==> src/hdl/ems_sqrt.sv <==
// digit-serial integer square root, two radicand bits per cycle
`default_nettype none
module ems_sqrt (
  input  wire logic        clk,
  input  wire logic        rst,
  input  wire logic        start,
  input  wire logic [63:0] radicand,
  output logic             done,
  output logic [31:0]      root
);
  logic [63:0] v;
  logic [65:0] r;
  logic [5:0] step;
  logic busy;
  logic [65:0] acc, trial;

  always_comb begin
    acc = {r[63:0], v[63:62]};
    trial = {32'd0, root, 2'b01};
  end

  always_ff @(posedge clk) begin
    done <= 1'b0;
    if (rst) begin
      busy <= 1'b0;
    end else if (start) begin
      busy <= 1'b1;
      v <= radicand;
      r <= '0;
      root <= '0;
      step <= 6'd31;
    end else if (busy) begin
      v <= {v[61:0], 2'b00};
      if (acc >= trial) begin
        r <= acc - trial;
        root <= {root[30:0], 1'b1};
      end else begin
        r <= acc;
        root <= {root[30:0], 1'b0};
      end
      if (step == 6'd0) begin
        busy <= 1'b0;
        done <= 1'b1;
      end else begin
        step <= step - 6'd1;
      end
    end
  end
endmodule
`default_nettype wire

==> config.mk <==
export PLATFORM = sky130hd
export DESIGN_NAME = ems_sqrt
export DESIGN_NICKNAME = d
export VERILOG_FILES = /design/src/hdl/ems_sqrt.sv
export SDC_FILE = /design/constraint.sdc
export NUM_CORES = 1
export LEC_CHECK = 0
export BUFFER_PORTS_ARGS = -buffer_cell sky130_fd_sc_hd__buf_2
export CAP_MARGIN = 20
export CORE_MARGIN = 1
export CORE_UTILIZATION = 60
export DETAILED_ROUTE_END_ITERATION = 10
export PLACE_DENSITY_LB_ADDON = 0.12
export REMOVE_ABC_BUFFERS = 1
export SYNTH_ARGS = -nofsm -noshare
export SYNTH_HDL_FRONTEND = slang
export SYNTH_SLANG_ARGS = --single-unit
==> constraint.sdc <==
create_clock -name clk -period 9.85 [get_ports clk]
set_clock_uncertainty 0.1 [all_clocks]
set_input_delay 0.4925 -clock clk [delete_from_list [all_inputs] [get_ports clk]]
set_output_delay 0.4925 -clock clk [all_outputs]
set_load 0.005 [all_outputs]
After elaboration in Yosys (flattened, before gate mapping)
Index checks and enable logic that the tools add are counted.
Widths: inputs -> output; s select.
Word-level totals
  bits in registers: 168
  output and inout bits: 33
  logic and storage cells: 29
Operators by class
  add/sub/neg operators: 2
  $lt $le $gt $ge: 1
  equality and inequality tests: 1
  muxes and demuxes: 12
  bitwise logic cells: 2
  reductions and logical operators: 5
Operators with widths (number)
  $mux 64: 4
  $ge 66x34->1: 1
  $sub 64x34->64: 1
  $mux 32: 1
  $mux 6: 2
  $logic_not 6->1: 1
  $sub 6x1->6 const B: 1
  $mux 1: 5
  $reduce_and 3->1: 1
  $reduce_or 3->1: 1
  $ne 2x2->1 const B: 1
  $not 1->1: 2
  $reduce_and 2->1: 1
  $reduce_bool 2->1: 1

Depth between registers and ports, before layout
Gate-level depths: netlist of the first run.
  depth in word-level cells: 4
  gate-level depth with buffers: 13
  gate-level depth less buffers: 11

Least setup slack after synthesis of the first run
No wires, ideal clock.
  path type: in2reg
  start point: input start
  end point: register r[0], enable pin
  arrival: 7.766 ns
  data required time: 9.068 ns
  path slack: 1.302 ns
  cell stages on the path: 4
  buffers on the path: 2
  path through: clkbuf_1 clkbuf_1 nor2_1 nor2_1
Between the ends
  word-level cells in the longest chain between the ends: 2
RTL lines
  start, declared: line 6  | input wire logic start,
  $reduce_bool 2->1 (no line)
  $reduce_and 2->1 (no line)
  end signal, assigned: line 35  | r <= acc - trial;
  end, declared: line 12  | logic [65:0] r;
Every way passes these cells.
A chain may end at the register's enable or synchronous reset.

Final worst setup path of the first run
  start point: register root[0]
  end point: register r[44], data pin
Between the ends
  word-level cells in the longest chain between the ends: 3
  elaborated cells on any way between the ends: 4
  classes of those cells: 1 x add/sub; 1 x order compare; 2 x mux
RTL lines
  start, declared: line 9  | output logic [31:0] root
  start signal, assigned: line 36  | root <= {root[30:0], 1'b1};
  start signal, assigned: line 39  | root <= {root[30:0], 1'b0};
  $sub 64x34->64 or $ge 66x34->1 (tied branches): line 35, 34
  $mux 64 *: line 34  | if (acc >= trial) begin
  $mux 64 *: line 32  | end else if (busy) begin
Every way passes the cells marked *; elsewhere a longest branch is shown, timed or not. The select of a mux whose other input is x is not followed.

==> run metrics, run 1 <==
Fill cells 1164; uppermost routed layer met4; core footprint 15400 um2; Die H 128 um; EDFF count, synth 166; first-pass GRT wire length 32.0 mm; Post-Syn Instances 886; Sequential Area 5020 um2; Starting Density 0.623; FMAX 271 MHz; max-slew violations 0; GR Util All Layers 0.250; port bufs 99; maximum vdd drop 0.165 mV; Slew HR 0.298; Reg clk slew, reported paths 0.07 ns; sequential-to-total area share from yosys stat 0.525; Tmin final 3.69 ns; Power Density 181 nW/um2; Ports 100; CTS Buffer Depth 2; Post-DP HPWL 13.0 mm; CP Cell Sequence inv_1 > ha_1 > nor2b_1 > o311a_1 > o2111ai_1 > nand3_1 > o31a_1 > a31oi_1 > nand2_2 > nor4_1 > mux2_2; crit end category flip-flop; Post-DP Area 10200 um2; Syn Area/Cell 10.8 um2; total number of vias 6946; clock root buffer clkbuf_16; Mapped Area 9580 um2; Multi-input gate area 4200 um2; Setup CP Type reg2reg; status finished clean; number of library cell types mapped by synthesis 72; CTS tree yes; Worst Hold Class in2reg; area grow syn2layout 13.3%; Leak 4.13 nW; drt first pass iters 6; H-tree depth 4; design area 10800 um2; slew of the pin with the lowest slew margin 1.05 ns; num rows 45; post-CTS setup buffers 0; top-count cell post-synth edfxtp_1; ys async rst share 0; WP data arrival 3.77 ns; DR WL met3 1.10 mm; Routed Wire Length 19.6 mm; full die area 16500 um2; DR DRC count 0; Initial DRC Count 602; area leader, netlist edfxtp_1; Required @ worst endpoint 9.93 ns; Tot Pwr 1.97 mW; most common flop cell mapped by yosys edfxtp_1; floorplan die width 128 um; Final Cycle Share 0.374; register bit count reported by yosys 168; RSZ-0062 raised after global routing false; Via density 5.85; gr ovfl total 0; initial antenna violation count 0; met1 wire length 9.24 mm; clk_lat worst skew 0.43 ns; antenna-violating nets left 0; CTS Buf Count 17; Crit path largest cell delay 0.38 ns; cts hold-fix bufs 0; # nets final 1067; DR WL met2 9.06 mm; startpoint types flip-flop; worst-path fanout max 16; share of the synthesized area in the top cell type 0.521; slowest stage cell on the critical path o31a_1; Antenna Cells 0; setup TNS 0 ns; placer congestion estimate 0.892; largest net degree at the start of global routing 92; share of layout cells above drive strength 1 0.222; Syn. warnings 0; synth cell count leaders edfxtp_1 (166), nor2_1 (95), nand2_1 (93); Synth area leaders edfxtp_1 (52%), mux2_2 (7.8%), ha_1 (4.7%); final setup violation count 0; Final Hold Viols 0; routed len/inst 16.5 um; number of global-route vias before repair 6558; CTS resizes 0; Num Clock Sinks 168; total of max-cap violations 0
sequential cells by signal, indices dropped and copies added, names as in the netlist:
| signal | cells |
|---|---|
| step | 6 |
| busy | 1 |
| done | 1 |
| v | 64 |
| root | 32 |
| r | 64 |
critical path, delay by kind of cell, from the launching register on:
| kind | cells | cell delay (ns) |
|---|---|---|
| buffers and inverters | 1 | 0.09 |
| AND/OR/NAND/NOR | 4 | 0.94 |
| AO/OA/AOI/OAI | 4 | 1.28 |
| multiplexers | 1 | 0.37 |
| flip-flops | 1 | 0.37 |
| adder cells (fa/ha/maj) | 1 | 0.27 |
worst paths after layout:
path | endpoint | startpoint | slack (ns) | cells after the start
max | r[44] | root[0] | 6.16 | 11
min | busy | rst | 0.19 | 2
max reg2reg | r[44] | root[0] | 6.16 | 11
min reg2reg | v[55] | v[53] | 0.45 | 1
cells by family after synthesis:
logic type                 share of synthesized area
and+or+nand+nor                                0.162
AOI/OAI and AO/OA                              0.108
DFF                                            0.525
buffers and inverters                         0.0375
muxes                                         0.0776
xor gates and xnor gates                      0.0430
adders and majority gates                     0.0470
layout by cell type (no fill, tap or decap), types with 6 or more instances in the layout:
cell type,instances
a21o_1,12
mux2_2,66
nand3_1,18
o21ai_0,28
clkbuf_16,18
edfxtp_1,166
nand2b_1,8
a21oi_1,70
o21bai_1,6
buf_2,98
nor3_1,16
xor2_1,18
nand2_1,93
xnor2_1,29
ha_1,36
nor2b_1,7
a211oi_1,14
nor4_1,10
nor2_1,94
inv_1,42
or4_1,9
and2_1,8
or3_1,12
nand4_1,13
per-stage QoR:
step	hold slack [ns]	worst slack, ns	utilization	instances
after floorplan	0.407	1.84	-	841
after global placement	0.427	5.84	0.662	1154
after detailed placement	0.434	5.82	0.662	1154
after CTS	0.181	5.76	0.703	1186
after global routing	0.188	5.94	0.706	1188
final	0.193	6.16	0.706	1188
final cells by class:
type,instances,share of cell area
Inverter,42,0.0145
Clock buffer,17,0.0392
Multi-Input combinational cell,631,0.387
Sequential cell,168,0.463
Tap cell,211,0.0243
Timing Repair Buffer,104,0.0525
Clock inverter,15,0.0189
routing by layer:
layer / vias up / GRT usage
met5: - / 0
met4: 0 / 0.0706
li1: 3405 / -
met3: 22 / 0.0636
met1: 3337 / 0.353
met2: 182 / 0.384
where the power goes:
group | leakage, nW | switching, mW | internal [mW] | total [mW]
Sequential | 1.62 | 0.0279 | 0.856 | 0.884
Combinational | 2.20 | 0.214 | 0.154 | 0.368
Clock | 0.308 | 0.304 | 0.410 | 0.714
Total | 4.13 | 0.545 | 1.42 | 1.97
Power figures use the tool's default switching activity.
==> run 2: changes to the inputs <==
==> constraint.sdc (replaced) <==
create_clock -name clk -period 3.5 [get_ports clk]
set_clock_uncertainty 0.1 [all_clocks]
set_input_delay 0.175 -clock clk [delete_from_list [all_inputs] [get_ports clk]]
set_output_delay 0.175 -clock clk [all_outputs]
set_load 0.005 [all_outputs]
==> run metrics, run 2 (synthesized netlist as in run 1, its figures left out) <==
commonest non-fill, non-tap cell in the layout edfxtp_1; slowest stage cell on the critical path or4_4; Worst Hold Class in2reg; Reg clk slew, reported paths 0.07 ns (about the same); drt first pass iters 5 (-1); H-tree depth 4 (unchanged); total of max-cap violations 0 (unchanged); CP Cell Sequence or4_4 > or4_1 > nor3_4 > nand4_2 > nor2b_2 > nand3_2 > buf_4 > buf_4 > nor2_1 > a211oi_1; crit end category flip-flop; floorplan die width 128 um (unchanged); Final Cycle Share 0.955 (+0.581); Starting Density 0.623 (unchanged); Largest regs r: 64 flops, v: 64 flops, root: 32 flops; Power Density 475 nW/um2 (+160%); CTS Buf Count 17 (unchanged); Num Clock Sinks 168 (unchanged); Tot Pwr 5.57 mW (+180%); Final Hold Viols 0 (unchanged); area grow syn2layout 22.4%; Crit path largest cell delay 0.57 ns (+0.19 ns); status finished clean; Via density 5.89 (+0.70%); Die H 128 um (unchanged); Final Core Density 0.762 (+0.0567); slew of the pin with the lowest slew margin 0.934 ns (-0.119 ns); most used cell, CP buf_4; Ports 100 (unchanged); startpoint types flip-flop; initial antenna violation count 0 (unchanged); most frequent cells in the layout edfxtp_1 (166), buf_2 (98), nor2_1 (94); Initial DRC Count 637 (+5.8%); gr ovfl total 0 (unchanged); port bufs 99 (unchanged); CTS tree yes; Tmin final 3.34 ns (-0.345 ns); core footprint 15400 um2 (unchanged); routed len/inst 18.1 um (+9.8%); GR Util All Layers 0.292 (+0.0419); Leak 4.49 nW (+8.6%); WP data arrival 3.40 ns (-0.37 ns); maximum vdd drop 0.409 mV (+150%); Slew HR 0.374 (+0.0753); largest net degree at the start of global routing 161 (+75%); share of layout cells above drive strength 1 0.238 (+0.0155); Setup CP Type reg2reg; antenna-violating nets left 0 (unchanged); first-pass GRT wire length 36.9 mm (+15%); clock root buffer clkbuf_16; num rows 45 (unchanged); WP buf/inv 2 (+1); worst-path fanout max 16 (unchanged); Post-DP HPWL 13.2 mm (+1.6%); Routed Wire Length 23.1 mm (+18%); placer congestion estimate 0.884 (-0.98%); DR DRC count 0 (unchanged); FMAX 299 MHz (+10%); CTS Buffer Depth 2 (unchanged); total number of vias 7519 (+8.2%); delay-heaviest family, CP simple AND/OR/NAND/NOR gates; max-slew violations 0 (unchanged); clk_lat worst skew 0.45 ns (+0.02 ns); full die area 16500 um2 (unchanged); Required @ worst endpoint 3.56 ns (-6.37 ns); final setup violation count 0 (unchanged); # nets final 1155 (+8.2%); number of global-route vias before repair 7400 (+13%); setup TNS 0 ns (unchanged)
run 2: changes by cell type in the layout (fill, tap and decap cells not counted), sizes merged, moves of 2 or more:
cell	change
dlygate4sd3	+65
clkinv	+2
buf	+23
bufinv	-2
run 2: routing by layer:
layer	GRT usage	vias to the layer above	routed length [um]
met5	0	-	0
met4	0.0976	0	408
met3	0.0682	33	1330
met2	0.504	280	11900
met1	0.361	3622	9540
li1	-	3584	-
run 2: worst register-to-register path: cells and delay by family, from the launching register on:
kind	cells	cell delay (ns)
flops	1	0.40
simple gates	7	2.06
compound gates	1	0.06
buf+inv	2	0.44
run 2: final timing paths:
path	from	endpoint	slack, ns	depth (start not counted)
max	r[50]	r[22]	0.16	10
min	start	root[9]	0.07	2
max reg2reg	r[50]	r[22]	0.16	10
min reg2reg	busy	done	0.45	1
run 2: power breakdown:
| group | switching [mW] | internal [mW] |
|---|---|---|
| Combinational | 0.653 | 0.519 |
| Sequential | 0.0834 | 2.41 |
| Clock | 0.893 | 1.01 |
run 2: cell type report:
| class | count | area (um2) |
|---|---|---|
| Multi-Input combinational cell | 632 | 4290 |
| Timing Repair Buffer | 191 | 1390 |
| Fill cell | 989 | 3650 |
| Tap cell | 211 | 264 |
| Clock inverter | 15 | 160 |
| Clock buffer | 17 | 425 |
| Antenna cell | 1 | 2.50 |
| Sequential cell | 168 | 5020 |
| Inverter | 42 | 158 |
run 2: repair_timing:
action / 4_1_cts / 5_1_grt
endpoints found under the hold margin: 65 / 0
endpoints found under the setup margin: 0 / 37
hold buffers: 65 / 0
gates resized for setup: 0 / 19
setup buffers: 0 / 5
run 2: per-stage QoR:
| stage | area, um2 | worst slack, ns | hold WS, ns | std cells |
|---|---|---|---|---|
| 3_5_place_dp | 10300 | 0.0747 | 0.324 | 1173 |
| 6_report | 11700 | 0.157 | 0.0684 | 1277 |
| 2_1_floorplan | 9370 | -4.33 | 0.153 | 841 |
| 3_3_place_gp | 10300 | 0.155 | 0.319 | 1173 |
| 5_1_grt | 11700 | -0.0146 | 0.0821 | 1276 |
| 4_1_cts | 11600 | 0.0196 | 0.0599 | 1270 |
==> run 3: changes to the inputs <==
--- a/config.mk
+++ b/config.mk
@@ -10,7 +10,9 @@
 export CORE_MARGIN = 1
 export CORE_UTILIZATION = 60
 export DETAILED_ROUTE_END_ITERATION = 10
+export MAX_ROUTING_LAYER = met4
 export PLACE_DENSITY_LB_ADDON = 0.12
+export RECOVER_POWER = 50
 export REMOVE_ABC_BUFFERS = 1
 export SYNTH_ARGS = -nofsm -noshare
 export SYNTH_HDL_FRONTEND = slang
==> run metrics, run 3 (synthesized netlist as in run 1, its figures left out) <==
number of global-route vias before repair 7400 (unchanged); design area 11700 um2 (-0.28%); status finished with violations; failing checks capacitance limit, slew limit; Via density 5.89 (about the same); Final Hold Viols 0 (unchanged); crit end category flip-flop; worst-path fanout max 6 (-10); placed cell count 1173 (unchanged); Ports 100 (unchanged); Starting Density 0.623 (unchanged); Worst Hold Slack 0.0664 ns (-0.00203 ns); num rows 45 (unchanged); antenna-violating nets left 0 (unchanged); placer congestion estimate 0.898 (+1.7%); Worst Hold Class in2reg; Setup CP Type reg2reg; max-slew violations 161 (+161); Routed Wire Length 23.1 mm (-0.28%); most frequent cells in the layout edfxtp_1 (166), nor2_1 (94), nand2_1 (93); FMAX 298 MHz (-0.23%); area grow syn2layout 22.0%; full die area 16500 um2 (unchanged); CTS Buffer Depth 2 (unchanged); Final Cycle Share 0.957 (+0.00223); Reg clk slew, reported paths 0.07 ns (about the same); Post-DP HPWL 13.2 mm (unchanged); Final Non-Filler Cells 1277 (unchanged); slew of the pin with the lowest slew margin 2.18 ns (+1.25 ns); largest net degree at the start of global routing 161 (unchanged); clk_lat worst skew 0.45 ns (about the same); routed len/inst 18.1 um (-0.28%); FF-to-FF path depth 11 (+1); commonest non-fill, non-tap cell in the layout edfxtp_1; Fill cells 997 (+0.81%); floorplan die width 128 um (unchanged); Post-DP Area 10300 um2 (unchanged); worst setup margin 0.149 ns (-0.00780 ns); Slew HR -0.455 (-0.828); Die H 128 um (unchanged); H-tree depth 4 (unchanged); Largest regs r: 64 flops, v: 64 flops, root: 32 flops; Tmin final 3.35 ns (+0.00780 ns); share of layout cells above drive strength 1 0.218 (-0.0197); total of max-cap violations 1 (+1); final setup violation count 0 (unchanged); maximum vdd drop 0.408 mV (-0.17%); CTS Buf Count 17 (unchanged); WP data arrival 3.54 ns (+0.14 ns); CTS tree yes; first-pass GRT wire length 36.8 mm (about the same); total number of vias 7526 (+0.093%); DP Worst Slack 0.0747 ns (unchanged); hold path depth 2 (unchanged); Num Clock Sinks 168 (unchanged); GR Util All Layers 0.300 (+0.00890); Leak 4.43 nW (-1.2%); # nets final 1155 (unchanged); Power Density 476 nW/um2 (+0.17%); Required @ worst endpoint 3.68 ns (+0.12 ns); DR DRC count 0 (unchanged); gr ovfl total 0 (unchanged); core footprint 15400 um2 (unchanged); startpoint types flip-flop; Initial DRC Count 645 (+1.3%); clock root buffer clkbuf_16; Tot Pwr 5.56 mW (-0.11%); drt first pass iters 5 (unchanged); initial antenna violation count 0 (unchanged); port bufs 99 (unchanged)
run 3: layout make-up:
cell class	count	area, um2	share of cell area
clock inverters	15	160	0.0137
repair buffers	191	1360	0.116
clock buffers	17	425	0.0364
inverters	42	158	0.0135
well taps	211	264	0.0226
multi-input cells	632	4290	0.367
diodes	1	2.50	0.000214
flip-flops and latches	168	5020	0.430
run 3: path summary, 6_finish.rpt:
| kind | start | end | slack (ns) |
|---|---|---|---|
| worst max-delay path | r[11] | r[47] | 0.15 |
| worst min register to register | busy | done | 0.45 |
| worst max register to register | r[11] | r[47] | 0.15 |
| worst min-delay path | start | root[9] | 0.07 |
run 3: power by group:
part	total (mW)	internal [mW]	switching [mW]	leakage, nW
sequential	2.50	2.42	0.0836	1.62
clock	1.90	1.01	0.887	0.281
combinational	1.17	0.513	0.653	2.53
run 3: through the flow:
step | utilization | TNS, ns
global route | 0.760 | -0.00345
global placement | 0.673 | 0
detailed placement | 0.673 | 0
finish | 0.760 | 0
CTS | 0.754 | 0
floorplan | - | -692.77
run 3: routing by layer:
layer | share of wire | track usage
met1 | 0.41 | 0.364
met2 | 0.52 | 0.504
met3 | 0.055 | 0.0603
met4 | 0.016 | 0.101
met5 | 0 | -
run 3: timing repair:
item                                    4_1_cts  5_1_grt
endpoints found under the setup margin        0       37
hold endpoints to repair                     65        0
hold buffers                                 65        0
buffers inserted                              0        5
resized for setup                             0       19
run 3: worst max-delay path, stage by stage, from the launching register on:
cell and delay, ns:
edfxtp_1 0.40, ha_2 0.43, nand4_1 0.21, buf_4 0.20
nor4_1 0.34, nand4_1 0.19, nand4_2 0.17, nor2b_2 0.08
and3_1 0.20, or3_4 0.41, or3_1 0.32, a21oi_1 0.15
