$ cat src/hdl/ems_pkg.sv
// shared constants and types for the exponential moving standardizer
`default_nettype none
package ems_pkg;
  localparam int MAX_INIT_BLOCK_DEF = 64;
  localparam int SAMPLE_BITS_DEF = 24;
  localparam int ALPHA_BITS = 17;
  localparam int FLOOR_BITS = 32;
  localparam int LEN_BITS = 7;
  localparam int Z_BITS = 22;
  localparam int CFG_IDX_BITS = 2;
  localparam int CFG_DATA_BITS = 32;
  localparam logic [CFG_IDX_BITS-1:0] REG_ALPHA = 2'd0;
  localparam logic [CFG_IDX_BITS-1:0] REG_FLOOR = 2'd1;
  localparam logic [CFG_IDX_BITS-1:0] REG_LEN = 2'd2;
  localparam logic [16:0] ONE_Q16 = 17'd65536;
  localparam logic [63:0] U64_MAX = {64{1'b1}};
  localparam logic signed [Z_BITS-1:0] Z_MAX = 22'sd2097151;
  localparam logic signed [Z_BITS-1:0] Z_MIN = -22'sd2097152;

  // one serial divide request: floor(num * 2^shift / den), saturated
  typedef struct packed {
    logic        start;
    logic [63:0] num;
    logic [6:0]  shift;
    logic [63:0] den;
  } div_req_t;

  typedef struct packed {
    logic        done;
    logic [63:0] quo;
  } div_rsp_t;
endpackage
`default_nettype wire

$ cat src/hdl/ems_divider.sv
// bit-serial restoring divider, one quotient bit per cycle
`default_nettype none
module ems_divider (
  input  wire logic              clk,
  input  wire logic              rst,
  input  wire ems_pkg::div_req_t req,
  output ems_pkg::div_rsp_t      rsp
);
  import ems_pkg::*;
  logic [63:0] num, den, rem, quo;
  logic [6:0] shift;
  logic [7:0] idx;
  logic busy, sat, finished;
  logic [64:0] rem_sh;
  logic bit_in;
  logic [7:0] shift_ext;

  assign shift_ext = {1'b0, shift};
  always_comb begin
    bit_in = 1'b0;
    if (idx >= shift_ext) bit_in = num[6'(idx - shift_ext)];
    rem_sh = {rem, bit_in};
  end

  always_ff @(posedge clk) begin
    finished <= 1'b0;
    if (rst) begin
      busy <= 1'b0;
    end else if (req.start) begin
      busy <= 1'b1;
      num <= req.num;
      den <= req.den;
      shift <= req.shift;
      idx <= 8'(7'd63 + req.shift);
      rem <= '0;
      quo <= '0;
      sat <= 1'b0;
    end else if (busy) begin
      if (rem_sh[64] || rem_sh[63:0] >= den) begin
        rem <= 64'(rem_sh - {1'b0, den});
        quo <= {quo[62:0], 1'b1};
      end else begin
        rem <= rem_sh[63:0];
        quo <= {quo[62:0], 1'b0};
      end
      if (quo[63]) sat <= 1'b1;
      if (idx == 8'd0) begin
        busy <= 1'b0;
        finished <= 1'b1;
      end else begin
        idx <= idx - 8'd1;
      end
    end
  end
  assign rsp = {finished, (sat ? U64_MAX : quo)};
endmodule
`default_nettype wire

$ cat config.mk
export PLATFORM = sky130hd
export DESIGN_NAME = ems_divider
export DESIGN_NICKNAME = d
export VERILOG_FILES = /design/src/hdl/ems_pkg.sv /design/src/hdl/ems_divider.sv
export SDC_FILE = /design/constraint.sdc
export NUM_CORES = 1
export LEC_CHECK = 0
export BUFFER_PORTS_ARGS = -buffer_cell sky130_fd_sc_hd__buf_2
export CORE_MARGIN = 2
export CORE_UTILIZATION = 35
export CTS_BUF_LIST = sky130_fd_sc_hd__clkbuf_2 sky130_fd_sc_hd__clkbuf_4 sky130_fd_sc_hd__clkbuf_8
export CTS_CLUSTER_SIZE = 25
export DETAILED_ROUTE_END_ITERATION = 10
export PLACE_DENSITY = 0.57
export SKIP_CTS_REPAIR_TIMING = 1
export SYNTH_ARGS = -nofsm -noshare
export SYNTH_HDL_FRONTEND = slang
export SYNTH_SLANG_ARGS = --single-unit
$ cat constraint.sdc
create_clock -name clk -period 18.64 [get_ports clk]
set_input_delay 0.932 -clock clk [delete_from_list [all_inputs] [get_ports clk]]
set_output_delay 0.932 -clock clk [all_outputs]
set_load 0.1 [all_outputs]
# Word-level counts from Yosys, hierarchy flattened
# Cells that the tools add are included.
[op_classes]
n_addsub = 4
n_lt_le_gt_ge = 3
n_eq_ne = 1
n_mux = 17
bitwise_logic = 2
reduce_logical = 9
[ops]
columns = ["operator", "count"]
rows = [
  ["$mux W64", 4],
  ["$ge A64 B64 Y1", 1],
  ["$sub A64 B64 Y64", 1],
  ["$mux W8", 3],
  ["$mux W1", 9],
  ["$add A6 B7 Y8 const A", 1],
  ["$ge A8 B7 Y1", 1],
  ["$logic_not A8 Y1", 1],
  ["$sub A8 B1 Y8 const B", 1],
  ["$lt A6 B7 Y1 const B", 1],
  ["$bmux W1 S6", 1],
  ["$reduce_and A3 Y1", 2],
  ["$sub A6 B6 Y6", 1],
  ["$reduce_and A2 Y1", 2],
  ["$reduce_bool A2 Y1", 2],
  ["$reduce_or A3 Y1", 1],
  ["$ne A2 B2 Y1 const B", 1],
  ["$not A1 Y1", 2],
  ["$logic_or A1 B1 Y1", 1],
]
[word_totals]
ff_bits = 274
inputBits = 138
out_inout_bits = 65

# Longest topological paths before layout
# Gate-level depths: netlist of the first run.
[logic_depth]
depth_word = 8
mapped_depth = 27
depth_no_buf = 24

# Worst setup path after synthesis of the first run
# No wires, ideal clock.
[synth_timing]
path_type = "input -> register"
from = "in req[135] (netlist name)"
to = "reg den[0], enable pin"
setup_ns = 0.633
t_arrival_ns = 7.130
path_slack_ns = 10.877
path_stages = 4
cell_sequence = "clkbuf_1 -> inv_1 -> clkbuf_1 -> nor2_1"
[synth_via]
elab_chain_len = 1
[synth_rtl]
columns = ["item", "line_no", "text"]
rows = [
  ["start: declaration", "ems_divider.sv:6", "input wire ems_pkg::div_req_t req,"],
  ["$reduce_and A2 Y1 (no line)", "-", ""],
  ["end signal: assignment", "ems_divider.sv:32", "den <= req.den;"],
  ["end: declaration", "ems_divider.sv:10", "logic [63:0] num, den, rem, quo;"],
]
# Every way passes these cells.
# A chain may end at the register's enable or synchronous reset.

# Final worst setup path of the first run
[layout_timing]
from = "reg idx[0]"
to = "reg rem[62] (data pin)"
[layout_via]
elab_chain_len = 8
[layout_rtl]
columns = ["item", "line_no", "text"]
rows = [
  ["start: declaration", "ems_divider.sv:12", "logic [7:0] idx;"],
  ["start signal: assignment", "ems_divider.sv:34", "idx <= 8'(7'd63 + req.shift);"],
  ["start signal: assignment", "ems_divider.sv:51", "idx <= idx - 8'd1;"],
  ["$sub A6 B6 Y6", "ems_divider.sv:21", "if (idx >= shift_ext) bit_in = num[6'(idx - shift_ext)];"],
  ["$bmux W1 S6", "ems_divider.sv:21", ""],
  ["$mux W1 (not written as such)", "ems_divider.sv:21", ""],
  ["$mux W1 (*)", "ems_divider.sv:21", ""],
  ["$ge A64 B64 Y1", "ems_divider.sv:39", "if (rem_sh[64] || rem_sh[63:0] >= den) begin"],
  ["$logic_or A1 B1 Y1", "ems_divider.sv:39", ""],
  ["$mux W64 (*)", "ems_divider.sv:39", ""],
  ["$mux W64 (*)", "ems_divider.sv:38", "end else if (busy) begin"],
  ["end signal: assignment", "ems_divider.sv:40", "rem <= 64'(rem_sh - {1'b0, den});"],
  ["end signal: assignment", "ems_divider.sv:43", "rem <= rem_sh[63:0];"],
  ["end: declaration", "ems_divider.sv:10", ""],
]
# Every way passes the cells marked *; elsewhere a longest branch is shown, timed or not. The select of a mux whose other input is x is not followed.

==> run metrics, run 1 <==
sequential power share 0.428; total track usage 0.1621; Combinational Power Share 0.256; cells after synthesis 1,372; total negative slack 0 ps; startpoint types register; Clock Skew between 20 and 30 ps; DR pass1 iterations 5; grt ovf 0; most common cell in the synthesized netlist edfxtp_1; height of the die 212.5 um; share of cells above drive strength 1 0.2461; sequential area share after synthesis 0.5393; worst setup margin 12,310 ps; final setup violation count 0; yosys warns 0; Switching Fraction 0.3194; DRC 0; I/O pin cnt 203; Syn-to-layout area delta 16.26%; hold crit path type in -> reg; post-synthesis register bit count 274; Worst Setup SP idx[0]$_DFFE_PP_; Cell Area, Synth 0.01522 mm^2; largest area contributor in the netlist edfxtp_1; DR WL/cell 16.68 um; Vias/cell 4.958; fin crit share 0.3399; syn nets 1,586; CP Max Fanout 62; first-pass GRT wire length 57,640 um; worst vdd ir 56.11 uV; flop-to-flop setup slack 12,310 ps; Chip Width 212.5 um; top cells by count, synth edfxtp_1, nand2_1, a21oi_1, inv_1, ha_1; port bufs approximately 200; async set-reset flop share out of synthesis 0; worst slack at placement 12,330 ps; Req. time, crit path 19,000 ps; RSZ-0062 raised after global routing no; Slew Limit Fails 0; # clock sinks 274; antenna violations before repair 9; final hold viol count 0; Worst Setup End Kind register; final WL 36,570 um; initial core utilization 0.3541; Static Leakage 7.093 nW; most common flop cell mapped by yosys edfxtp_1; H-Tree Depth 2; clock power share 0.316; Die ar. 0.04516 mm^2; Post-synth EDFFs between 200 and 300; row cnt 76; slew at the pin closest to its max-slew limit 1019 ps; Slew HR 0.3209; TritonCTS buffer count 51; R2R Path End rem[62]$_SDFFCE_PP0P_; Filler cells approximately 4,300; largest net degree at the start of global routing 84; post-synth cell types 64; vias in the first global route roughly 11,000; maxcap violations 0; clock buffer depth 3; fin crit period around 6300 ps; Power Density 100.3 mW/mm^2; clock slew seen by the registers of the worst setup and hold paths around 60 ps; status complete, no violations; Root Driver clkbuf_8; routed via count 10,870; Arrival @ worst endpoint 6700 ps; core area 0.04298 mm^2; Critical Path End rem[62]$_SDFFCE_PP0P_; Worst Reg-to-Reg Cells 20; Antenna Nets Post-Route 0; top cells by area, synth edfxtp_1, ha_1, a21oi_1, nand2_1, mux4_2; Syn Area/Cell approximately 11 um^2; Layout Nets 1,784; GPL Wtd Cong 0.8537; fin util 0.4117; r2r startpoint idx[0]$_DFFE_PP_; Max Clock Freq 0.1579 GHz; Clk Latency, worst-skew pair approximately 600 ps; initial DRC count 757; multi-input logic area approximately 0.0064 mm^2; CTS tree yes; internal power around 1.2 mW; Synth top area share 0.5367; Psw 0.5669 mW; Seq. cell area 0.008208 mm^2; dpl hpwl 25,700 um; Crit Path Class reg -> reg
[cell usage in the layout (no fill, tap or decap), types with 9 or more instances in the layout]
master / instances
o211ai_1: 9
a21o_1: 47
nand3_1: 27
o21a_1: 10
inv_1: 92
buf_2: 201
nor3_1: 11
o21bai_1: 12
ha_1: 74
xnor2_1: 38
a211oi_1: 15
xor2_1: 28
o21ai_0: 42
nor2b_1: 68
buf_4: 9
mux4_2: 21
nand2b_1: 10
and2_1: 10
edfxtp_1: 272
nor2_1: 67
a21oi_1: 136
nand4_1: 23
clkbuf_4: 15
and3_1: 12
or2_2: 70
clkbuf_8: 51
nand2_1: 137
[cell families after synthesis]
group / Yosys count / share of synthesized area
and+or+nand+nor: 456 / 0.1518
AOI/OAI and AO/OA: 319 / 0.1313
DFF: 274 / 0.5393
buffers and inverters: 157 / 0.04308
adders and majority gates: 76 / 0.06347
xor gates and xnor gates: 66 / 0.03798
muxes: 24 / 0.03305
[power by group through the flow]
stage	combinational (mW)	clock, mW	sequential (mW)
after floorplan	0.362	0	0.768
after global placement	0.450	0	0.772
after detailed placement	0.455	0	0.772
after CTS	0.457	0.583	0.760
after global routing	0.504	0.609	0.765
final	0.455	0.561	0.760
[area by class of cell]
cell class / count / area share
clock buffer: 66 / 0.04604
multi-input combinational: 941 / 0.3602
inverter: 92 / 0.01952
clock inverter: 22 / 0.007920
antenna: 3 / 0.0004243
tap: 585 / 0.04137
timing repair buffer: 210 / 0.06067
sequential: 274 / 0.4639
[per-layer routing]
layer,share of wire,routed length [um],global-route usage,up-vias
met3,0.060,2181,0.04018,67
met2,0.47,17180,0.2606,262
met1,0.45,16400,0.2138,5169
li1,-,-,-,5363
met4,0.020,744,0.05450,12
met5,0.0019,70,0,-
[critical path, stage by stage (launching register included)]
cell and delay (ps):
edfxtp_1 410, inv_1 120, ha_1 150, inv_1 60, fa_1 990, mux4_2 400
mux4_2 480, mux4_2 490, o31ai_1 110, ha_1 250, fa_1 210, nand2b_1 150
a21o_1 170, a21o_1 150, a21boi_0 110, o21ai_0 320, a21boi_1 150, o211ai_2 200
and2_4 640, nor3_1 140, a311o_1 350
[worst min path at each step]
stage / cells after the start / endpoint / startpoint / slack (ps)
after global routing: 1 / den[1]$_DFFE_PP_ / req[1] / 440
final: 1 / num[60]$_DFFE_PP_ / req[131] / 490
after detailed placement: 1 / finished$_SDFF_PP0_ / busy$_SDFF_PP0_ / 500
after global placement: 1 / finished$_SDFF_PP0_ / busy$_SDFF_PP0_ / 490
after floorplan: 1 / finished$_SDFF_PP0_ / busy$_SDFF_PP0_ / 470
after CTS: 1 / num[40]$_DFFE_PP_ / req[111] / 420
[stage by stage]
stage               cells  cell area (um^2)  hold WS [ps]  total power [mW]
floorplan            1372             15220         474.8             1.130
CTS                  2190             17690         420.3             1.801
finish               2193             17690         487.5             1.775
detailed placement   2102             16730         495.1             1.226
global route         2190             17690         438.8             1.877
global placement     2102             16730         491.3             1.221
[state kept, by name, summed over array words and instances (netlist names)]
name,count
den,64
quo,64
sat,1
rem,64
finished,1
shift,7
idx,8
busy,1
num,64
No activity file was read; power rests on OpenSTA's default activity.
==> inputs of run 2 (changes only) <==
--- a/config.mk
+++ b/config.mk
@@ -5,13 +5,14 @@
 export SDC_FILE = /design/constraint.sdc
 export NUM_CORES = 1
 export LEC_CHECK = 0
+export ABC_AREA = 1
 export BUFFER_PORTS_ARGS = -buffer_cell sky130_fd_sc_hd__buf_2
 export CORE_MARGIN = 2
 export CORE_UTILIZATION = 35
 export CTS_BUF_LIST = sky130_fd_sc_hd__clkbuf_2 sky130_fd_sc_hd__clkbuf_4 sky130_fd_sc_hd__clkbuf_8
 export CTS_CLUSTER_SIZE = 25
 export DETAILED_ROUTE_END_ITERATION = 10
-export PLACE_DENSITY = 0.57
+export PLACE_DENSITY = 0.58
 export SKIP_CTS_REPAIR_TIMING = 1
 export SYNTH_ARGS = -nofsm -noshare
 export SYNTH_HDL_FRONTEND = slang
==> constraint.sdc (replaced) <==
create_clock -name clk -period 5.4 [get_ports clk]
set_input_delay 0.27 -clock clk [delete_from_list [all_inputs] [get_ports clk]]
set_output_delay 0.27 -clock clk [all_outputs]
set_load 0.1 [all_outputs]
==> run metrics, run 2 <==
initial DRC count 1,096 (was 757); DR pass1 iterations 5 (unchanged); syn nets 2,641 (was 1,586); TritonCTS buffer count 49 (was 51); top cells by area, synth edfxtp_1, nand2_1, inv_1, ha_1, nor2_1 (was edfxtp_1, ha_1, a21oi_1, nand2_1, mux4_2); most common cell in the synthesized netlist nand2_1 (was edfxtp_1); fin crit period 4824 ps (was 6335 ps); hold crit path type in -> reg (unchanged); dpl hpwl 39,000 um (was 25,700 um); worst vdd ir 215.7 uV (was 56.11 uV); Clock Skew 37.66 ps (was 29.40 ps); initial core utilization 0.3552 (was 0.3541); Power Density 304.4 mW/mm^2 (was 100.3 mW/mm^2); r2r startpoint idx[0]$_DFFE_PP_ (unchanged); vias in the first global route 15,080 (was 10,940); worst setup margin 575.5 ps (was 12,310 ps); yosys warns 0 (unchanged); clock buffer depth 3 (unchanged); fin util 0.4367 (was 0.4117); first-pass GRT wire length 80,160 um (was 57,640 um); Syn Area/Cell 7.342 um^2 (was 11.09 um^2); share of cells above drive strength 1 0.1218 (was 0.2461); largest area contributor in the netlist edfxtp_1 (unchanged); highest-delay cell along the critical path fa_1 (unchanged); total track usage 0.1921 (was 0.1621); Post-synth EDFFs 272 (unchanged); cell mode on critical path nand2_1 (was mux4_2); Slew Limit Fails 0 (unchanged); height of the die 229.6 um (was 212.5 um); H-Tree Depth 2 (unchanged); final WL 52,240 um (was 36,570 um); Req. time, crit path 5780 ps (was 19,000 ps); final setup violation count 0 (unchanged); slowest stage delay, CP 500 ps (was 990 ps); routed via count 15,880 (was 10,870); largest net degree at the start of global routing 91 (was 84); grt ovf 0 (unchanged); post-synthesis register bit count 274 (unchanged); # clock sinks 274 (unchanged); Final Power 6.668 mW (was 1.775 mW); maxcap violations 0 (unchanged); row cnt 82 (was 76); CP Max Fanout 37 (was 62); post-synth cell types 43 (was 64); port bufs 202 (unchanged); top cells by count, synth nand2_1, inv_1, edfxtp_1, nor2_1, nand3_1 (was edfxtp_1, nand2_1, a21oi_1, inv_1, ha_1); I/O pin cnt 203 (unchanged); Synth top area share 0.4584 (was 0.5367); total negative slack 0 ps (unchanged); Root Driver clkbuf_8 (unchanged); final hold viol count 0 (unchanged); clock slew seen by the registers of the worst setup and hold paths 60 ps (about the same); Worst Setup End Kind register (unchanged); Static Leakage 11.32 nW (was 7.093 nW); CTS tree yes (unchanged); GPL Wtd Cong 0.9286 (was 0.8537); antenna violations before repair 3 (was 9); Layout Nets 3,000 (was 1,784); fin crit share 0.8934 (was 0.3399); status complete, no violations (unchanged); Crit Path Class reg -> reg (unchanged); hold_sp req[135] (was req[131]); DRC 0 (unchanged); most common flop cell mapped by yosys edfxtp_1 (unchanged); RSZ-0062 raised after global routing yes (was no); leading cell type in the layout, fill and taps excluded nand2_1 (was edfxtp_1); Max Clock Freq 0.2073 GHz (was 0.1579 GHz); Worst Setup SP idx[0]$_DFFE_PP_ (unchanged); Arrival @ worst endpoint 5200 ps (was 6700 ps); Slew HR 0.2082 (was 0.3209); most frequent cells in the layout nand2_1, inv_1, edfxtp_1 (was edfxtp_1, buf_2, nand2_1); Syn-to-layout area delta 22.95% (was 16.26%); sequential area share after synthesis 0.4606 (was 0.5393); Vias/cell 4.537 (was 4.958); Antenna Nets Post-Route 0 (unchanged); Die ar. 0.05273 mm^2 (was 0.04516 mm^2); Chip Width 229.6 um (was 212.5 um); startpoint types register (unchanged); core area 0.05017 mm^2 (was 0.04298 mm^2); Clk Latency, worst-skew pair 660 ps (was 610 ps); Cell Area, Synth 0.01782 mm^2 (was 0.01522 mm^2); worst slack at placement 380.2 ps (was 12,330 ps); slew at the pin closest to its max-slew limit 1188 ps (was 1019 ps); cells after synthesis 2,427 (was 1,372); DR WL/cell 14.93 um (was 16.68 um); async set-reset flop share out of synthesis 0 (unchanged)
==> run 2: cell types whose count changed after synthesis, sizes merged, moves of 35 or more <==
cell and change:
nand2 +832, inv +429, nor2 +159, nand3 +111
a21oi -85, nor2b -68, or2 -68, a21o -46
xnor2 -35
==> run 2: area by class of cell <==
class / count / area, um^2
fill: 5204 / 28260
sequential: 274 / 8208
multi-input combinational: 1585 / 7435
timing repair buffer: 352 / 2502
inverter: 524 / 1967
tap: 672 / 840.8
clock buffer: 63 / 779.5
clock inverter: 27 / 168.9
antenna: 3 / 7.507
==> run 2: final timing paths <==
kind	to	slack [ps]	depth (start not counted)
worst min register to register	rem[5]$_SDFFCE_PP0P_	530	2
worst min-delay path	quo[16]$_SDFFCE_PP0P_	290	3
worst max-delay path	rem[25]$_SDFFCE_PP0P_	580	32
worst max register to register	rem[25]$_SDFFCE_PP0P_	580	32
==> run 2: worst max-delay path, delay by kind of cell, from the launching register on <==
kind	cells	cell delay [ps]
buf+inv	6	830
flops	1	380
simple gates	22	2100
fa+ha+maj	4	1240
==> run 2: kinds of logic (layout without fill, tap and decap cells) <==
logic type,Yosys count,after routing,synth area share
and+or+nand+nor,1400,1400,0.3206
DFF,274,274,0.4606
xor gates and xnor gates,37,37,0.01861
muxes,1,1,0.0005618
adders and majority gates,76,76,0.05421
other,0,3,0
AOI/OAI and AO/OA,71,71,0.02128
buffers and inverters,568,966,0.1241
==> run 2: per-layer routing <==
layer,vias to the layer above,global-route usage,part of all wire
met5,-,0,0
met4,0,0.07082,0.033
met3,89,0.04470,0.054
met2,409,0.3149,0.46
met1,7204,0.2466,0.45
li1,8176,-,-
==> run 2: through the flow <==
| step | area (um^2) | cells | hold WS [ps] |
|---|---|---|---|
| after floorplan | 17820 | 2427 | 348.7 |
| after global placement | 19570 | 3270 | 448.7 |
| after detailed placement | 19570 | 3270 | 448.1 |
| after CTS | 20520 | 3360 | -267.0 |
| after global routing | 21910 | 3500 | 295.9 |
| final | 21910 | 3500 | 294.7 |
==> run 2: where the power goes <==
part / total [mW] / internal (mW) / leakage, nW / switching (mW)
clock: 1.94 / 0.999 / 0.496 / 0.946
combinational: 2.09 / 0.658 / 8.20 / 1.44
sequential: 2.63 / 2.56 / 2.62 / 0.0693
==> inputs of run 3 (changes only) <==
==> constraint.sdc (replaced) <==
create_clock -name clk -period 5.4 [get_ports clk]
set_input_delay 0.54 -clock clk [delete_from_list [all_inputs] [get_ports clk]]
set_output_delay 0.54 -clock clk [all_outputs]
set_load 0.1 [all_outputs]
==> run metrics, run 3 (same netlist as run 2, synthesis figures left out) <==
status complete, no violations (unchanged); Worst Setup End Kind register (unchanged); hold_sp req[46] (was req[135]); flop-to-flop setup slack 590 ps (was 580 ps); routed via count 15,330 (was 15,880); fin crit share 0.8901 (was 0.8934); clock slew seen by the registers of the worst setup and hold paths 60 ps (about the same); TritonCTS buffer count 50 (was 49); worst slack at placement 423.9 ps (was 380.2 ps); Placed Cells 3,270 (unchanged); antenna violations before repair 7 (was 3); Clock Skew 26.48 ps (was 37.66 ps); Worst Reg-to-Reg Cells 32 (unchanged); worst setup margin 593.4 ps (was 575.5 ps); hold crit path type in -> reg (unchanged); worst vdd ir 234.3 uV (was 215.7 uV); end of the worst hold path den[46]$_DFFE_PP_ (was quo[16]$_SDFFCE_PP0P_); # clock sinks 274 (unchanged); total negative slack 0 ps (unchanged); Final Power 6.617 mW (was 6.668 mW); port bufs 202 (unchanged); R2R Path End rem[36]$_SDFFCE_PP0P_ (was rem[25]$_SDFFCE_PP0P_); clock buffer depth 3 (unchanged); Max Clock Freq 0.2080 GHz (was 0.2073 GHz); Static Leakage 10.75 nW (was 11.32 nW); Clk Latency, worst-skew pair 660 ps (about the same); CTS tree yes (unchanged); CP Max Fanout 24 (was 37); Power Density 321.7 mW/mm^2 (was 304.4 mW/mm^2); maxcap violations 0 (unchanged); Slew HR 0.3502 (was 0.2082); slowest stage delay, CP 510 ps (was 500 ps); fin crit period 4807 ps (was 4824 ps); DRC 0 (unchanged); Slew Limit Fails 0 (unchanged); initial core utilization 0.3552 (unchanged); initial DRC count 889 (was 1,096); Root Driver clkbuf_8 (unchanged); startpoint types register (unchanged); Req. time, crit path 5810 ps (was 5780 ps); RSZ-0062 raised after global routing no (was yes); share of cells above drive strength 1 0.1274 (was 0.1218); final setup violation count 0 (unchanged); Die ar. 0.05273 mm^2 (unchanged); largest net degree at the start of global routing 75 (was 91); Layout Nets 2,865 (was 3,000); final hold viol count 0 (unchanged); GPL Wtd Cong 0.9418 (was 0.9286); dpl hpwl 40,780 um (was 39,000 um); leading cell type in the layout, fill and taps excluded nand2_1 (unchanged); Vias/cell 4.555 (was 4.537); first-pass GRT wire length 82,010 um (was 80,160 um); cell mode on critical path nand2_1 (unchanged); Worst Hold Depth 1 (was 3); height of the die 229.6 um (unchanged); DR pass1 iterations 5 (unchanged); core area 0.05017 mm^2 (unchanged); row cnt 82 (unchanged); grt ovf 0 (unchanged); r2r startpoint idx[0]$_DFFE_PP_ (unchanged); total track usage 0.1985 (was 0.1921); Arrival @ worst endpoint 5220 ps (was 5200 ps); Seq. cell area 0.008208 mm^2 (unchanged); final WL 52,360 um (was 52,240 um); Antenna Nets Post-Route 0 (unchanged); vias in the first global route 15,320 (was 15,080); Syn-to-layout area delta 15.43% (was 22.95%); slew at the pin closest to its max-slew limit 973.2 ps (was 1188 ps); multi-input logic area 0.007443 mm^2 (was 0.007435 mm^2); most frequent cells in the layout nand2_1, inv_1, edfxtp_1 (unchanged); Filler cells 5,279 (was 5,204); Non-Filler Instances 3,365 (was 3,500); I/O pin cnt 203 (unchanged); H-Tree Depth 2 (unchanged); Chip Width 229.6 um (unchanged); DR WL/cell 15.56 um (was 14.93 um); Crit Path Class reg -> reg (unchanged); highest-delay cell along the critical path fa_1 (unchanged)
[run 3: cell count changes in the layout (fill, tap and decap cells not counted), moves of 2 or more]
cell	previous run	this run
clkbuf_4	14	7
clkinv_1	17	21
clkinv_8	2	0
dlygate4sd3_1	136	0
diode_2	3	1
clkinv_2	7	10
inv_12	0	2
[run 3: metal layers]
metal,up-vias,wire [um],part of all wire,global-route usage
met5,-,72,0.0014,0
met4,12,1605,0.031,0.06757
met3,90,3075,0.059,0.04158
met2,383,23940,0.46,0.3297
met1,6954,23670,0.45,0.2564
li1,7890,-,-,-
[run 3: worst max path at each step]
| stage | slack [ps] | start | depth (start not counted) | endpoint |
|---|---|---|---|---|
| 5_1_grt | 40 | idx[0]$_DFFE_PP_ | 32 | rem[34]$_SDFFCE_PP0P_ |
| 3_5_place_dp | 420 | idx[0]$_DFFE_PP_ | 32 | rem[41]$_SDFFCE_PP0P_ |
| 4_1_cts | 410 | idx[0]$_DFFE_PP_ | 32 | rem[41]$_SDFFCE_PP0P_ |
| 2_1_floorplan | 50 | req[135] | 4 | idx[0]$_DFFE_PP_ |
| 3_3_place_gp | 580 | idx[0]$_DFFE_PP_ | 32 | rem[57]$_SDFFCE_PP0P_ |
| 6_report | 590 | idx[0]$_DFFE_PP_ | 32 | rem[36]$_SDFFCE_PP0P_ |
[run 3: metrics by stage]
step / hold WS, ps / cell area [um^2] / util
global route: 13.29 / 20560 / 0.4099
detailed placement: 530.9 / 19560 / 0.3898
floorplan: 493.9 / 17830 / -
global placement: 522.5 / 19560 / 0.3898
finish: 60.65 / 20570 / 0.4099
CTS: 8.196 / 20530 / 0.4092
[run 3: cell type report]
| cell class | count | share of cell area |
|---|---|---|
| antenna | 1 | 0.0001217 |
| sequential | 274 | 0.3991 |
| timing repair buffer | 215 | 0.05487 |
| clock inverter | 36 | 0.01150 |
| inverter | 524 | 0.09563 |
| multi-input combinational | 1586 | 0.3619 |
| clock buffer | 57 | 0.03601 |
| tap | 672 | 0.04088 |
[run 3: report_power, final]
| group | switching [mW] | internal, mW |
|---|---|---|
| Combinational | 1.42 | 0.590 |
| Clock | 0.953 | 1.02 |
| Sequential | 0.0681 | 2.56 |
| Total | 2.44 | 4.17 |
[run 3: worst max-delay path, delay by kind of cell, from the launching register on]
kind                     cells  cell delay [ps]
buffers and inverters        6              920
AND/OR/NAND/NOR             22             1980
flip-flops                   1              400
adder cells (fa/ha/maj)      4             1240
